### config.mk
export PLATFORM = sky130hd
export DESIGN_NAME = mrc_judge
export DESIGN_NICKNAME = d
export VERILOG_FILES = /design/src/rtl/mrc_pkg.sv /design/src/rtl/mrc_judge.sv
export SDC_FILE = /design/constraint.sdc
export NUM_CORES = 1
export LEC_CHECK = 0
export ABC_AREA = 1
export ABC_CLOCK_PERIOD_IN_PS = 4150
export BUFFER_PORTS_ARGS = -buffer_cell sky130_fd_sc_hd__buf_2
export CAP_MARGIN = 20
export CORE_MARGIN = 2
export CORE_UTILIZATION = 47
export DETAILED_ROUTE_END_ITERATION = 10
export GPL_ROUTABILITY_DRIVEN = 0
export GPL_TIMING_DRIVEN = 1
export PLACE_DENSITY = 0.91
export REMOVE_ABC_BUFFERS = 1
export SLEW_MARGIN = 40
export SYNTH_ARGS = -nofsm -noshare
export SYNTH_HDL_FRONTEND = slang
export SYNTH_SLANG_ARGS = --single-unit
### constraint.sdc
create_clock -name vclk -period 4.15
set_input_delay 0.415 -clock vclk [all_inputs]
set_output_delay 0.415 -clock vclk [all_outputs]
set_load 0.005 [all_outputs]
### src/rtl/mrc_pkg.sv
package mrc_pkg;

	// Frame limits.
	localparam int MAX_FRAME   = 256;
	localparam int HDR_DEPTH   = 6;
	localparam int CNT_W       = $clog2(MAX_FRAME + 1);
	localparam int HELD_W      = $clog2(HDR_DEPTH + 1);
	localparam int HIDX_W      = $clog2(HDR_DEPTH);
	localparam int FRAME_LEN_W = 9;
	localparam int CFG_IDX_W   = 3;
	localparam int CFG_DATA_W  = 16;

	// CRC-16 as used on Modbus RTU links.
	localparam logic [15:0] CRC_INIT = 16'hFFFF;
	localparam logic [15:0] CRC_POLY = 16'hA001;

	// An exception reply sets the top bit of the function code.
	localparam logic [8:0] EXC_FLAG = 9'h080;

	// Function codes that get a closer look.
	localparam logic [7:0] FN_READ_COILS    = 8'd1;
	localparam logic [7:0] FN_READ_DISCRETE = 8'd2;
	localparam logic [7:0] FN_READ_HOLDING  = 8'd3;
	localparam logic [7:0] FN_WRITE_COIL    = 8'd5;
	localparam logic [7:0] FN_WRITE_COILS   = 8'd15;
	localparam logic [7:0] FN_WRITE_REGS    = 8'd16;

	typedef enum logic [CFG_IDX_W-1:0] {
		CFG_SLAVE    = 3'd0,
		CFG_FUNCTION = 3'd1,
		CFG_ADDRESS  = 3'd2,
		CFG_QUANTITY = 3'd3,
		CFG_OVERHEAD = 3'd4
	} cfg_idx_t;

	typedef enum logic [2:0] {
		ST_OK          = 3'd0,
		ST_TIMEOUT     = 3'd1,
		ST_BAD_CRC     = 3'd2,
		ST_WRONG_DEV   = 3'd3,
		ST_EXCEPTION   = 3'd4,
		ST_SIZE        = 3'd5,
		ST_UNSUPPORTED = 3'd6
	} status_t;

	// Request fields the reply is checked against.
	typedef struct packed {
		logic [7:0]  slave;
		logic [7:0]  func;
		logic [15:0] address;
		logic [15:0] quantity;
		logic [2:0]  overhead;
	} req_t;

	// Running state of the frame being received.
	typedef struct packed {
		logic [15:0]       crc;
		logic [CNT_W-1:0]  count;
		logic [HELD_W-1:0] held;
		logic              ovf;
	} frame_t;

	// First bytes of the reply, byte 0 in the lowest slot.
	typedef logic [HDR_DEPTH-1:0][7:0] hdr_t;

	// Fold one byte into the CRC, one bit per step.
	function automatic logic [15:0] crc_byte(input logic [15:0] crc, input logic [7:0] b);
		logic [15:0] c;
		c = crc ^ {8'h00, b};
		for (int k = 0; k < 8; k++) begin
			c = c[0] ? ((c >> 1) ^ CRC_POLY) : (c >> 1);
		end
		return c;
	endfunction

endpackage

### src/rtl/mrc_judge.sv
module mrc_judge import mrc_pkg::*; (
	input  frame_t  fr,
	input  hdr_t    hdr,
	input  req_t    req,
	output status_t status
);

	localparam int CMP_W = (CNT_W > 8) ? CNT_W : 8;

	logic [7:0]       fn;
	logic             is_read;
	logic             is_write;
	logic             exc_match;
	logic [CNT_W-1:0] cnt_net;
	logic             cnt_ok;
	logic             echo_ok;

	assign fn = hdr[1];

	assign is_read  = (fn == FN_READ_COILS) || (fn == FN_READ_DISCRETE) ||
	                  (fn == FN_READ_HOLDING);
	assign is_write = (fn == FN_WRITE_COIL) || (fn == FN_WRITE_COILS) ||
	                  (fn == FN_WRITE_REGS);

	// The exception code is compared without wrap past 0xFF.
	assign exc_match = ({1'b0, fn} == ({1'b0, req.func} + EXC_FLAG));

	// Byte count of a read reply: frame length less the framing overhead.
	assign cnt_net = fr.count - CNT_W'(req.overhead);
	assign cnt_ok  = (fr.count >= CNT_W'(req.overhead)) && (fr.held > HELD_W'(2)) &&
	                 (CMP_W'(cnt_net) == CMP_W'(hdr[2]));

	// Write replies echo the address and quantity of the request.
	assign echo_ok = (fr.held >= HELD_W'(HDR_DEPTH)) &&
	                 (hdr[2] == req.address[15:8])  && (hdr[3] == req.address[7:0]) &&
	                 (hdr[4] == req.quantity[15:8]) && (hdr[5] == req.quantity[7:0]);

	// Checks in priority order.
	always_comb begin
		priority if (fr.count == '0) begin
			status = ST_TIMEOUT;
		end else if (fr.ovf) begin
			status = ST_SIZE;
		end else if (fr.crc != 16'h0000) begin
			status = ST_BAD_CRC;
		end else if (hdr[0] != req.slave || fr.held < HELD_W'(2)) begin
			status = ST_WRONG_DEV;
		end else if (fn != req.func) begin
			status = exc_match ? ST_EXCEPTION : ST_WRONG_DEV;
		end else if (is_read) begin
			status = cnt_ok ? ST_OK : ST_SIZE;
		end else if (is_write) begin
			status = echo_ok ? ST_OK : ST_SIZE;
		end else begin
			status = ST_UNSUPPORTED;
		end
	end

endmodule

==> out/metrics.csv <==
stage;metric;value;unit
outcome;status;complete, no violations;
clocking;Post-CTS Setup Bufs;0;
yosys;Synth cell types;28;
pwr;power per cell area;92.04;mW/mm^2
grt;total gr overflow;0;
clocking;Gates resized, CTS repair;0;
timing;post-route setup slack;1451;ps
grt;largest net degree at the start of global routing;7;
detailed_routing;Final ANT Viol Nets;0;
floorplanning;Die X;65.77;um
timing;final setup fails;0;
placement;number of port buffers;131;
pwr;highest ir drop seen on vdd;59.63;uV
pwr;total power;0.2309;mW
setup_path;crit path capture type;output pin;
placement;HPWL after DPL;5191;um
clocking;Post-CTS Hold Buffers;0;
grt;GR Layer Usage met3;0.03425;
final_layout;CLK BUF;0;
detailed_routing;DRT Wirelength;5662;um
detailed_routing;via/cell ratio;4.591;
grt;initial antenna violation count;0;
setup_path;Startpoint Class;input port;
timing;Final period util;0.6504;
floorplanning;Starting Density;0.4897;
final_layout;fillers;370;
yosys;top cell type's share of synthesized area;0.3140;
detailed_routing;DRT iter0 DRCs;98;
timing;Least-Margin Pin Slew;423.5;ps
worst_hold_path;HP Class;input port to output pin;
yosys;syn avg cell area;4.586;sq um
timing;Fin. Hold Viols;0;
floorplanning;DIE HEIGHT;65.77;um
timing;Period minus WS final;2699;ps
floorplanning;die area;0.004325;sq mm
setup_path;crit path max fanout;3;
yosys;Syn Std Cell Area;0.001793;sq mm
detailed_routing;via count;2617;
setup_path;Data arrival, critical path;2280;ps
floorplanning;io pins;131;
final_layout;Core Util, Final;0.6852;
flow_run;Max Cap Viol;0;
yosys;area leader, netlist;nand2_1;
setup_path;Critical Path RT;3730;ps
grt;met1 usage;0.2587;
grt;M2 GR Usage;0.5240;
final_layout;Seq cells;0;
yosys;largest cells by area after synthesis;nand2_1 (31%), inv_1 (19%), nor2_1 (10%);
final_layout;layout cells sized above 1;0.2854;
timing;Max Clock Freq;0.3705;GHz
floorplanning;Core ar.;0.003661;sq mm
final_layout;storage element area;0;sq um
grt;gr busiest metal;met2;
detailed_routing;Pre-antenna DRT Iters;4;
timing;setup TNS;0;ps
yosys;count leader, synth;nand2_1;
floorplanning;FP Rows;22;
detailed_routing;Residual DRC;0;
grt;GRT Resource Usage Total;0.2520;
final_layout;Antenna Cells;0;
yosys;synth cell count leaders;nand2_1 (150), inv_1 (89), nor2_1 (50);
final_layout;Synth-to-Final Area Change;39.92;%
pwr;leak pwr;1.658;nW
placement;DP Worst Slack;1463;ps
grt;first-pass GRT wire length;8825;um
detailed_routing;wire per inst;9.933;um
yosys;yosys warns;0;
yosys;Seq/Total Area, Yosys;0;
yosys;Mapped Cells;391;
timing;Final Max Slew Viols;0;
final_layout;Final #Nets;656;
timing;slew margin rel.;0.7151;
timing;RSZ-0062 raised after global routing;no;
grt;vias in the first global route;2242;
setup_path;crit path kind;input port to output pin;
timing;Hold WS;1120;ps
-- cell type report --
class              instances  area [sq um]  area share
inverters                 91         341.6      0.1362
multi-input cells        300          1451      0.5786
well taps                 48         60.06     0.02394
repair buffers           131         655.6      0.2613
-- cells by family after synthesis --
family          share of synthesized area
buf+inv                            0.1905
xor+xnor                           0.1124
fa+ha+maj                         0.03210
compound gates                    0.05861
simple gates                       0.6064
-- worst max-delay path, stage by stage --
cell and delay (ps):
buf_2 90, inv_1 40, ha_1 240, fa_1 410, inv_1 100, nand2_2 70, nand2_1 100, nor2_1 50
nand2_1 60, nand2_1 60, nor2_2 100, nand3_2 80, nor2_2 120, nor2_1 50, nand2_1 50, nand2_1 40
nand2_1 50, nand2_1 40, buf_2 130
-- layer usage --
layer,up-vias,share of wire
met1,1068,0.37
li1,1426,-
met4,0,0.019
met3,12,0.099
met5,-,0
met2,111,0.51
-- power by group --
part	internal (mW)	total, mW	switching, mW
combinational	0.106	0.231	0.124
sequential	0	0	0
clock	0	0	0
-- cells in the final DEF, fill, tap and decap left out, types with 2 or more instances in the layout --
cell type  count
o22ai_1        2
nor2_1        50
nand3b_1       2
inv_1         89
a21oi_1        4
nand3_2        2
buf_2        131
nand2_1      150
nand3_1       18
or2_2          2
ha_1           3
nand2_2        4
nand4_1        7
nor4_1         5
inv_2          2
xor2_1         3
xnor2_1       20
o21bai_1       2
nor2_2         5
o21ai_0        9
nor3_1         4
-- stage by stage --
stage / area (sq um) / std cells
4_1_cts: 2509 / 570
6_report: 2509 / 570
3_3_place_gp: 2509 / 570
5_1_grt: 2509 / 570
2_1_floorplan: 1793 / 391
3_5_place_dp: 2509 / 570
-- worst paths after layout --
check | from | end | slack, ps | depth (start not counted)
setup / recovery | fr[4] | status[0] | 1450 | 19
hold / removal | fr[0] | status[0] | 1120 | 4
Note: power is estimated with default switching activity, not from simulation.
